File: src/design/uist_pkg.sv
// Shared widths, codes and control structs of the unique item set table.
package uist_pkg;

   localparam int ITEM_W       = 32;
   localparam int ITEM_COUNT_W = 7;
   localparam int STATUS_W     = 2;
   localparam int DEF_CAPACITY = 64;

   localparam int REQ_TDATA_W = 40;
   localparam int RSP_TDATA_W = 16;
   localparam int RSP_PAD_W   = RSP_TDATA_W - STATUS_W - ITEM_COUNT_W;

   localparam logic OP_INSERT = 1'b0;
   localparam logic OP_REMOVE = 1'b1;

   localparam logic [STATUS_W-1:0] ST_DONE = 2'd0;
   localparam logic [STATUS_W-1:0] ST_MISS = 2'd1;
   localparam logic [STATUS_W-1:0] ST_FULL = 2'd2;

   typedef struct packed {
      logic                load;
      logic                scan;
      logic                shift_start;
      logic                shift;
      logic                append;
      logic                remove;
      logic                rsp_load;
      logic [STATUS_W-1:0] rsp_code;
   } cmd_type;

   typedef struct packed {
      logic func;
      logic hit;
      logic drained;
      logic full;
      logic rsp_busy;
   } sts_type;

endpackage

File: src/design/uist_ctrl.sv
// Controller state machine: sequences scan, tail shift and reply of each request.
module uist_ctrl (
   input  logic              clock,
   input  logic              reset,
   input  logic              req_tvalid,
   output logic              req_tready,
   input  uist_pkg::sts_type sts,
   output uist_pkg::cmd_type cmd
);
   import uist_pkg::*;

   localparam logic [1:0] S_IDLE  = 2'd0;
   localparam logic [1:0] S_SCAN  = 2'd1;
   localparam logic [1:0] S_SHIFT = 2'd2;
   localparam logic [1:0] S_REPLY = 2'd3;

   logic [1:0]          state_ff;
   logic [1:0]          state_in;
   logic [STATUS_W-1:0] code_ff;
   logic [STATUS_W-1:0] code_in;

   always_comb begin
      state_in   = state_ff;
      code_in    = code_ff;
      cmd        = '0;
      cmd.rsp_code = code_ff;
      req_tready = 1'b0;
      unique case (state_ff)
         S_IDLE: begin
            req_tready = 1'b1;
            if (req_tvalid) begin
               cmd.load = 1'b1;
               state_in = S_SCAN;
            end
         end
         S_SCAN: begin
            cmd.scan = 1'b1;
            if (sts.hit) begin
               if (sts.func == OP_REMOVE) begin
                  cmd.shift_start = 1'b1;
                  state_in        = S_SHIFT;
               end else begin
                  code_in  = ST_MISS;
                  state_in = S_REPLY;
               end
            end else if (sts.drained) begin
               priority if (sts.func == OP_REMOVE) begin
                  code_in = ST_MISS;
               end else if (sts.full) begin
                  code_in = ST_FULL;
               end else begin
                  cmd.append = 1'b1;
                  code_in    = ST_DONE;
               end
               state_in = S_REPLY;
            end
         end
         S_SHIFT: begin
            cmd.shift = 1'b1;
            if (sts.drained) begin
               cmd.remove = 1'b1;
               code_in    = ST_DONE;
               state_in   = S_REPLY;
            end
         end
         S_REPLY: begin
            if (!sts.rsp_busy) begin
               cmd.rsp_load = 1'b1;
               state_in     = S_IDLE;
            end
         end
         default: state_in = S_IDLE;
      endcase
   end

   always_ff @(posedge clock) begin
      if (reset) begin
         state_ff <= S_IDLE;
         code_ff  <= ST_DONE;
      end else begin
         state_ff <= state_in;
         code_ff  <= code_in;
      end
   end

endmodule

File: src/design/uist_dpath.sv
// Datapath: entry memory, fill count, scan and shift indexes, response register.
module uist_dpath #(
   parameter int CAPACITY = uist_pkg::DEF_CAPACITY
) (
   input  logic                               clock,
   input  logic                               reset,
   input  uist_pkg::cmd_type                  cmd,
   output uist_pkg::sts_type                  sts,
   input  logic [uist_pkg::REQ_TDATA_W-1:0]   req_tdata,
   output logic                               rsp_tvalid,
   input  logic                               rsp_tready,
   output logic [uist_pkg::RSP_TDATA_W-1:0]   rsp_tdata
);
   import uist_pkg::*;

   localparam int CNT_W = $clog2(CAPACITY + 1);
   localparam int AW    = (CAPACITY > 1) ? $clog2(CAPACITY) : 1;

   logic [ITEM_W-1:0] mem [CAPACITY];

   logic                    func_ff;
   logic [ITEM_W-1:0]       value_ff;
   logic [CNT_W-1:0]        count_ff;
   logic [CNT_W-1:0]        count_in;
   logic [CNT_W-1:0]        idx_ff;
   logic [CNT_W-1:0]        idx_in;
   logic                    rd_vld_ff;
   logic                    rd_vld_in;
   logic [CNT_W-1:0]        rd_idx_ff;
   logic [ITEM_W-1:0]       rd_data_ff;
   logic                    rsp_valid_ff;
   logic                    rsp_valid_in;
   logic [STATUS_W-1:0]     rsp_status_ff;
   logic [ITEM_COUNT_W-1:0] rsp_count_ff;

   logic              rd_en;
   logic              wr_en;
   logic [AW-1:0]     wr_addr;
   logic [ITEM_W-1:0] wr_data;
   logic [CNT_W-1:0]  back_idx;
   logic              more;

   assign more     = idx_ff < count_ff;
   assign back_idx = CNT_W'(rd_idx_ff - 1'b1);

   assign sts.func     = func_ff;
   assign sts.hit      = rd_vld_ff && (rd_data_ff == value_ff);
   assign sts.drained  = !rd_vld_ff && !more;
   assign sts.full     = count_ff >= CNT_W'(CAPACITY);
   assign sts.rsp_busy = rsp_valid_ff && !rsp_tready;

   always_comb begin
      idx_in    = idx_ff;
      rd_vld_in = rd_vld_ff;
      rd_en     = 1'b0;
      priority if (cmd.load) begin
         idx_in    = '0;
         rd_vld_in = 1'b0;
      end else if (cmd.shift_start) begin
         idx_in    = CNT_W'(rd_idx_ff + 1'b1);
         rd_vld_in = 1'b0;
      end else if (cmd.scan || cmd.shift) begin
         rd_en     = more;
         rd_vld_in = more;
         if (more) begin
            idx_in = CNT_W'(idx_ff + 1'b1);
         end
      end else begin
         rd_vld_in = 1'b0;
      end
   end

   always_comb begin
      wr_en   = cmd.append || (cmd.shift && rd_vld_ff);
      wr_addr = cmd.append ? count_ff[AW-1:0] : back_idx[AW-1:0];
      wr_data = cmd.append ? value_ff : rd_data_ff;
   end

   always_comb begin
      count_in = count_ff;
      if (cmd.append) begin
         count_in = CNT_W'(count_ff + 1'b1);
      end else if (cmd.remove) begin
         count_in = CNT_W'(count_ff - 1'b1);
      end
   end

   always_comb begin
      priority if (cmd.rsp_load) begin
         rsp_valid_in = 1'b1;
      end else if (rsp_tready) begin
         rsp_valid_in = 1'b0;
      end else begin
         rsp_valid_in = rsp_valid_ff;
      end
   end

   always_ff @(posedge clock) begin
      if (wr_en) begin
         mem[wr_addr] <= wr_data;
      end
      if (rd_en) begin
         rd_data_ff <= mem[idx_ff[AW-1:0]];
         rd_idx_ff  <= idx_ff;
      end
      if (cmd.load) begin
         func_ff  <= req_tdata[0];
         value_ff <= req_tdata[ITEM_W:1];
      end
      if (cmd.rsp_load) begin
         rsp_status_ff <= cmd.rsp_code;
         rsp_count_ff  <= ITEM_COUNT_W'(count_ff);
      end
   end

   always_ff @(posedge clock) begin
      if (reset) begin
         count_ff     <= '0;
         idx_ff       <= '0;
         rd_vld_ff    <= 1'b0;
         rsp_valid_ff <= 1'b0;
      end else begin
         count_ff     <= count_in;
         idx_ff       <= idx_in;
         rd_vld_ff    <= rd_vld_in;
         rsp_valid_ff <= rsp_valid_in;
      end
   end

   assign rsp_tvalid = rsp_valid_ff;
   assign rsp_tdata  = {{RSP_PAD_W{1'b0}}, rsp_count_ff, rsp_status_ff};

   a_count_bound: assert property (@(posedge clock) disable iff (reset)
      count_ff <= CNT_W'(CAPACITY))
      else $error("fill count above capacity");

   a_no_append_full: assert property (@(posedge clock) disable iff (reset)
      cmd.append |-> count_ff < CNT_W'(CAPACITY))
      else $error("append into a full table");

   a_no_remove_empty: assert property (@(posedge clock) disable iff (reset)
      cmd.remove |-> count_ff != '0)
      else $error("remove from an empty table");

   a_rsp_no_overwrite: assert property (@(posedge clock) disable iff (reset)
      cmd.rsp_load |-> !(rsp_valid_ff && !rsp_tready))
      else $error("response overwritten while stalled");

   a_shift_write_in_range: assert property (@(posedge clock) disable iff (reset)
      (cmd.shift && rd_vld_ff) |-> (rd_idx_ff != '0 && rd_idx_ff < count_ff))
      else $error("shift write outside held entries");

endmodule

File: src/design/unique_item_set_table_unit.sv
// Top level of the unique item set table: controller plus datapath.
//
//   channel | direction | tdata fields (lowest bit up)         | tuser
//   req_    | in        | func[0], item_value[32:1], zero pad  | -
//   rsp_    | out       | status[1:0], item_count[8:2], pad    | -
//
// One request at a time. A request is accepted in the idle state, then scans the held
// entries, then passes through the reply state and back to idle before the next accept.
// Remove: scan up to the match, then shift the entries behind it down by one place
// through one read and one write port.
// Reset clears the count; the entry memory needs no clearing pass.
// A result waiting on a stalled rsp_ side holds the next request in its reply.
module unique_item_set_table_unit #(
   parameter int CAPACITY = uist_pkg::DEF_CAPACITY
) (
   input  logic                             clock,
   input  logic                             reset,
   input  logic                             req_tvalid,
   output logic                             req_tready,
   // func[0], item_value[32:1], zeros[39:33]
   input  logic [uist_pkg::REQ_TDATA_W-1:0] req_tdata,
   output logic                             rsp_tvalid,
   input  logic                             rsp_tready,
   // status[1:0], item_count[8:2], zeros[15:9]
   output logic [uist_pkg::RSP_TDATA_W-1:0] rsp_tdata
);
   import uist_pkg::*;

   cmd_type cmd;
   sts_type sts;

   uist_ctrl u_ctrl (
      .clock      (clock),
      .reset      (reset),
      .req_tvalid (req_tvalid),
      .req_tready (req_tready),
      .sts        (sts),
      .cmd        (cmd)
   );

   uist_dpath #(
      .CAPACITY (CAPACITY)
   ) u_dpath (
      .clock      (clock),
      .reset      (reset),
      .cmd        (cmd),
      .sts        (sts),
      .req_tdata  (req_tdata),
      .rsp_tvalid (rsp_tvalid),
      .rsp_tready (rsp_tready),
      .rsp_tdata  (rsp_tdata)
   );

endmodule

File: config.mk
export PLATFORM = sky130hd
export DESIGN_NAME = unique_item_set_table_unit
export DESIGN_NICKNAME = d
export VERILOG_FILES = /design/src/design/uist_pkg.sv /design/src/design/uist_ctrl.sv /design/src/design/uist_dpath.sv /design/src/design/unique_item_set_table_unit.sv
export SDC_FILE = /design/constraint.sdc
export NUM_CORES = 2
export LEC_CHECK = 0
export BUFFER_PORTS_ARGS = -buffer_cell sky130_fd_sc_hd__buf_4
export CORE_MARGIN = 10
export CORE_UTILIZATION = 45
export DETAILED_ROUTE_END_ITERATION = 10
export PLACE_DENSITY = 0.63
export SKIP_LAST_GASP = 1
export SLEW_MARGIN = 20
export SYNTH_ARGS = -nofsm -noshare
export SYNTH_HDL_FRONTEND = slang
export SYNTH_SLANG_ARGS = --single-unit
File: constraint.sdc
create_clock -name clock -period 16.2 [get_ports clock]
set_clock_uncertainty 0.15 [all_clocks]
set_input_delay 3.24 -clock clock [delete_from_list [all_inputs] [get_ports clock]]
set_output_delay 3.24 -clock clock [all_outputs]
set_load 0.02 [all_outputs]
## Word-level counts from Yosys, hierarchy flattened

Memory sizes are Yosys's and may differ from the RTL's. A register that Yosys moved wholly into a read port is not among the register bits.
Cells that the tools add are included.

- Add/subtract/negate cells: 5
- Order comparisons: 2
- Equality and inequality tests: 9
- Muxes and demuxes: 43
- Reduce and logical (&&, ||, !) cells: 19

Operators by type and width:

| kind | count |
|---|---|
| $mux W7 | 5 |
| $eq A32 B32 Y1 | 1 |
| $mux W32 | 1 |
| $mux W1 | 23 |
| $mux W2 | 11 |
| $add A7 B1 Y7 const B | 3 |
| $reduce_bool A2 Y1 | 5 |
| $pmux W2 S4 | 1 |
| $ge A7 B7 Y1 const B | 1 |
| $lt A7 B7 Y1 | 1 |
| $sub A7 B1 Y7 const B | 1 |
| $mux W6 | 1 |
| $ne A2 B2 Y1 const B | 3 |
| $ne A3 B3 Y1 const B | 2 |
| $sub A6 B1 Y6 const B | 1 |
| $eq A2 B2 Y1 const B | 2 |
| $logic_and A1 B1 Y1 | 4 |
| $pmux W2 S2 | 1 |
| $reduce_and A2 Y1 | 2 |
| $reduce_and A4 Y1 | 1 |
| $logic_not A1 Y1 | 3 |
| $eq A2 B1 Y1 const B | 1 |
| $logic_not A2 Y1 | 1 |
| $logic_or A1 B1 Y1 | 2 |
| $reduce_or A2 Y1 | 1 |

- Register bits: 69
- Memory bits (writable): 2048
- Input port bits: 44
- Output and inout bits: 18
- Word-level logic and storage cells: 90
- Memories kept: 1

Memory list:

| name | depth | width | rd ports | clocked after Yosys merged registers in | wr ports | RTL line | RTL |
|---|---|---|---|---|---|---|---|
| u_dpath.mem | 64 | 32 | 1 | 1 | 1 | uist_dpath.sv:19 | `logic [ITEM_W-1:0] mem [CAPACITY];` |

## Depth between registers and ports, before layout

- Depth after elaboration: 9
- Gate-level depth with buffers: 17
- Mapped depth without buffers: 14

## Hierarchy

From an unflattened synthesis, not the netlist that was laid out.

- Cell total of the unflattened synthesis: 3706
- Area total of the unflattened synthesis: 82735.6 µm²

Modules (own cells, without submodules):

| module | instances | cells an instance | area an instance (µm²) | sequential area each (µm²) |
|---|---|---|---|---|
| uist_dpath | 1 | 3675 | 82475.4 | 64251.6 |
| uist_ctrl | 1 | 31 | 260.2 | 80.1 |

## Worst setup path before layout

Ideal clock, no wire load.

- Path kind: input -> register
- From: input port req_tvalid
- To: register u_dpath.rd_data_ff[0] (read register of u_dpath.mem) (enable)
- Setup time: 0.484 ns
- Data arrival time: 6.631 ns
- Required time: 15.566 ns
- Path slack: 8.935 ns
- Cell stages on the path: 2
- Path buffers: 0
- Cells stage by stage: and2_1 -> nor3_1

- Cells in the longest elaborated chain, start to end: 3

RTL lines:

| element | RTL line | RTL |
|---|---|---|
| start, declared | unique_item_set_table_unit.sv:18 | `input logic req_tvalid,` |
| $mux W1 | uist_ctrl.sv:31 | `if (req_tvalid) begin` |
| $mux W1 | uist_ctrl.sv:28 | `unique case (state_ff)` |
| $mux W1 | n/a |  |
| named net u_dpath.rd_en | uist_dpath.sv:36 | `logic rd_en;` |
| end, declared | uist_dpath.sv:30 | `logic [ITEM_W-1:0] rd_data_ff;` |

The timed path passes the listed nets, and every way through them passes these cells.
A chain may end at the register's enable or synchronous reset.

## Worst setup path after layout

- From: register u_dpath.idx_ff[0]
- To: register u_dpath.rd_data_ff[9] (read register of u_dpath.mem), data pin

- Cells in the longest elaborated chain, start to end: 4

RTL lines:

| element | RTL line | RTL |
|---|---|---|
| start, declared | uist_dpath.sv:25 | `logic [CNT_W-1:0] idx_ff;` |
| start signal, assigned | uist_dpath.sv:124 | `idx_ff <= idx_in;` |
| $lt A7 B7 Y1 | uist_dpath.sv:43 | `assign more = idx_ff < count_ff;` |
| $mux W1 (3 in series) | n/a |  |

Parallel ways exist; a longest one is shown, timed or not.

==> results.tsv <==
stage	metric	value	unit
floorplanning	die height	450	um
cts	H-tree depth	4	
sta	setup violators final	0	
cts	CTS sink count	2149	
global_routing	first-pass GRT wire length	276000	um
global_routing	initial antenna violation count	6	
floorplanning	Initial Util	0.453	
synthesis	Mapped Avg Cell Area	23.5	um^2
cts	hold bufs inserted after CTS	0	
sta	Final Max Slew Viols	0	
cts	Clock Latency Late Sink	0.84	ns
detailed_routing	drt pass-1 iters	5	
sta	Tmin final	6.27	ns
detailed_routing	DR vias/cell	5.95	
setup_path	WP buf/inv	4	
cells_and_area	most frequent cells in the layout	edfxtp_1, mux4_2, clkbuf_16	
cells_and_area	layout cells sized above 1	0.310	
pwr	Int Power	10.9	mW
synthesis	#FFs+latches synth	2149	
sta	Fmax	159	MHz
cts	CTS tree	yes	
cells_and_area	nets	3782	
pwr	Logic pwr share	0.209	
floorplanning	io pins	62	
detailed_routing	routed vias	37800	
global_routing	largest net degree at the start of global routing	138	
sta	worst hold margin	0.282	ns
setup_path	CP Max Fanout	105	
setup_path	CP Launch Type	flip-flop	
sta	Least-Margin Pin Slew	1.07	ns
global_routing	number of global-route vias before repair	38500	
sta	Hold Fails Final Rpt	0	
outcome	status	finished clean	
cts	CTS resizes	0	
synthesis	EDFF count, synth	2129	
synthesis	ys async rst share	0	
synthesis	number of library cell types mapped by synthesis	69	
setup_path	crit-path most repeated cell	buf_4	
min_path	HP Class	flip-flop to flip-flop	
cells_and_area	register area	64400	um^2
sta	setup TNS	0	ns
global_routing	overall fraction of global-route tracks in use	0.188	
cells_and_area	Filler Cell Count	14200	
cts	Root Driver	clkbuf_16	
place	Port Buffer Count	47	
synthesis	Synth Instances	3543	
pwr	leakage power	27.8	nW
floorplanning	Rows	157	
sta	final cycle utilization of the critical path	0.387	
job	Max-Cap Viols	0	
synthesis	Ys Warns	0	
synthesis	most common flop cell mapped by yosys	edfxtp_1	
detailed_routing	Routed WL per cell	30.3	um
pwr	peak supply drop	0.134	mV
floorplanning	Core ar.	183000	um^2
pwr	net load switching power	4.10	mW
setup_path	Worst Path Required	16.61	ns
setup_path	crit-path max cell delay	0.86	ns
cells_and_area	fin area	93600	um^2
floorplanning	width of the die	450	um
cells_and_area	Multi-input gate area	18600	um^2
place	GP Congestion	0.779	
synthesis	Seq/Total Area, Yosys	0.774	
place	cell area after placement	87200	um^2
setup_path	cell family with most CP delay	buffers and inverters	
place	HPWL after detailed placement	101000	um
pwr	Clk network pwr share	0.304	
sta	RSZ-0062 raised after global routing	no	
cts	CTS Buf Count	206	
cells_and_area	Layout area overhead	12.6	%
detailed_routing	Initial DRC Count	4056	
detailed_routing	antenna viol nets, final	0	
setup_path	CP cell instances	buf_12, buf_4, buf_4, buf_4, mux4_2, mux4_2, mux2i_1, o21ai_1	
global_routing	grt total ovfl	0	
synthesis	synthesized area	83100	um^2
setup_path	Crit-path slowest cell	buf_4	
detailed_routing	DRC	0	
cells_and_area	most common cell after layout, fill and taps aside	edfxtp_1	
setup_path	crit path kind	flip-flop to flip-flop	
pwr	Switching Share	0.272	
setup_path	critical path arrival	6.68	ns
sta	Slew headroom	0.283	
cts	Longest Clk Path Bufs	3	
cts	Clock transition at path regs	0.06	ns
pwr	pwr/cell area	161	nW/um^2
setup_path	Worst Setup End Kind	flip-flop	
floorplanning	DIE AREA	202000	um^2
cts	Post-CTS Setup Inserts	0	
detailed_routing	Routed WL	192000	um
pwr	register share of total power	0.487	
==> synthesized netlist by cell type (all sizes together) (19+ instances only) <==
cell,instances,area [um^2]
dfxtp,20,400
a22oi,35,263
mux4,640,14400
xor2,36,315
o21ai,27,135
nand2,138,518
nor3,19,100
buf,95,592
mux2i,23,230
clkbuf,96,362
nor2,88,330
inv,21,78.8
edfxtp,2129,63900
==> power groups by stage <==
stage / logic (mW) / registers [mW] / clock network, mW
2_1_floorplan: 2.18 / 7.43 / 0
3_3_place_gp: 3.02 / 7.47 / 0
3_5_place_dp: 3.12 / 7.48 / 0
4_1_cts: 3.13 / 7.37 / 4.67
5_1_grt: 3.39 / 7.35 / 4.89
6_report: 3.14 / 7.33 / 4.58
==> state kept, by name, indices dropped and copies added (netlist names), 2 cells and up <==
signal / count
u_dpath.rd_data_ff: 32
u_dpath.rsp_status_ff: 2
u_dpath.rd_idx_ff: 7
u_ctrl.state_ff: 2
u_dpath.rsp_count_ff: 7
u_dpath.idx_ff: 7
u_dpath.mem: 2048
u_ctrl.code_ff: 2
u_dpath.count_ff: 7
u_dpath.value_ff: 32
==> cells by family after synthesis <==
| family | Yosys count | synth area share |
|---|---|---|
| buffers and inverters | 212 | 0.0124 |
| xor gates and xnor gates | 50 | 0.00527 |
| and+or+nand+nor | 307 | 0.0160 |
| AOI/OAI and AO/OA | 127 | 0.0113 |
| other | 1 | 0.0000451 |
| adders and majority gates | 19 | 0.00295 |
| muxes | 678 | 0.178 |
| DFF | 2149 | 0.774 |
==> routing by layer <==
metal / vias to the layer above / part of all wire / global-route usage
met3: 276 / 0.074 / 0.0398
met5: - / 0.000068 / 0
met2: 1534 / 0.49 / 0.300
li1: 15500 / - / -
met4: 2 / 0.029 / 0.0588
met1: 20500 / 0.41 / 0.260
==> metrics by stage <==
step                setup WS [ns]  std cells  total power, mW  utilization
detailed placement           9.78       5975             10.6        0.475
floorplan                    8.94       3549             9.61            -
CTS                          9.79       6350             15.2        0.510
global placement             9.83       5975             10.5        0.475
global route                 9.38       6351             15.6        0.510
finish                       9.93       6351             15.0        0.510
==> path summary, 6_finish.rpt <==
check | start | endpoint | slack (ns) | cells after the start
setup / recovery | u_dpath.idx_ff[0] | u_dpath.rd_data_ff[9] | 9.93 | 8
hold / removal | u_ctrl.code_ff[1] | u_dpath.rsp_status_ff[1] | 0.28 | 0
setup reg to reg | u_dpath.idx_ff[0] | u_dpath.rd_data_ff[9] | 9.93 | 8
hold reg to reg | u_ctrl.code_ff[1] | u_dpath.rsp_status_ff[1] | 0.28 | 0
==> worst reg2reg max path, stage by stage, from the launching register on <==
cell and delay [ns]:
dfxtp_4 0.69, buf_12 0.67, buf_4 1.12, buf_4 0.80
buf_4 0.86, mux4_2 0.67, mux4_2 0.50, mux2i_1 0.45
o21ai_1 0.11
==> layout make-up <==
class / count / area share
antenna: 1 / 0.0000267
clock buffer: 270 / 0.0586
clock inverter: 105 / 0.00927
inverter: 21 / 0.000842
multi-input combinational: 1188 / 0.198
sequential: 2149 / 0.687
tap: 2464 / 0.0329
timing repair buffer: 153 / 0.0129
Power figures use the tool's default switching activity.
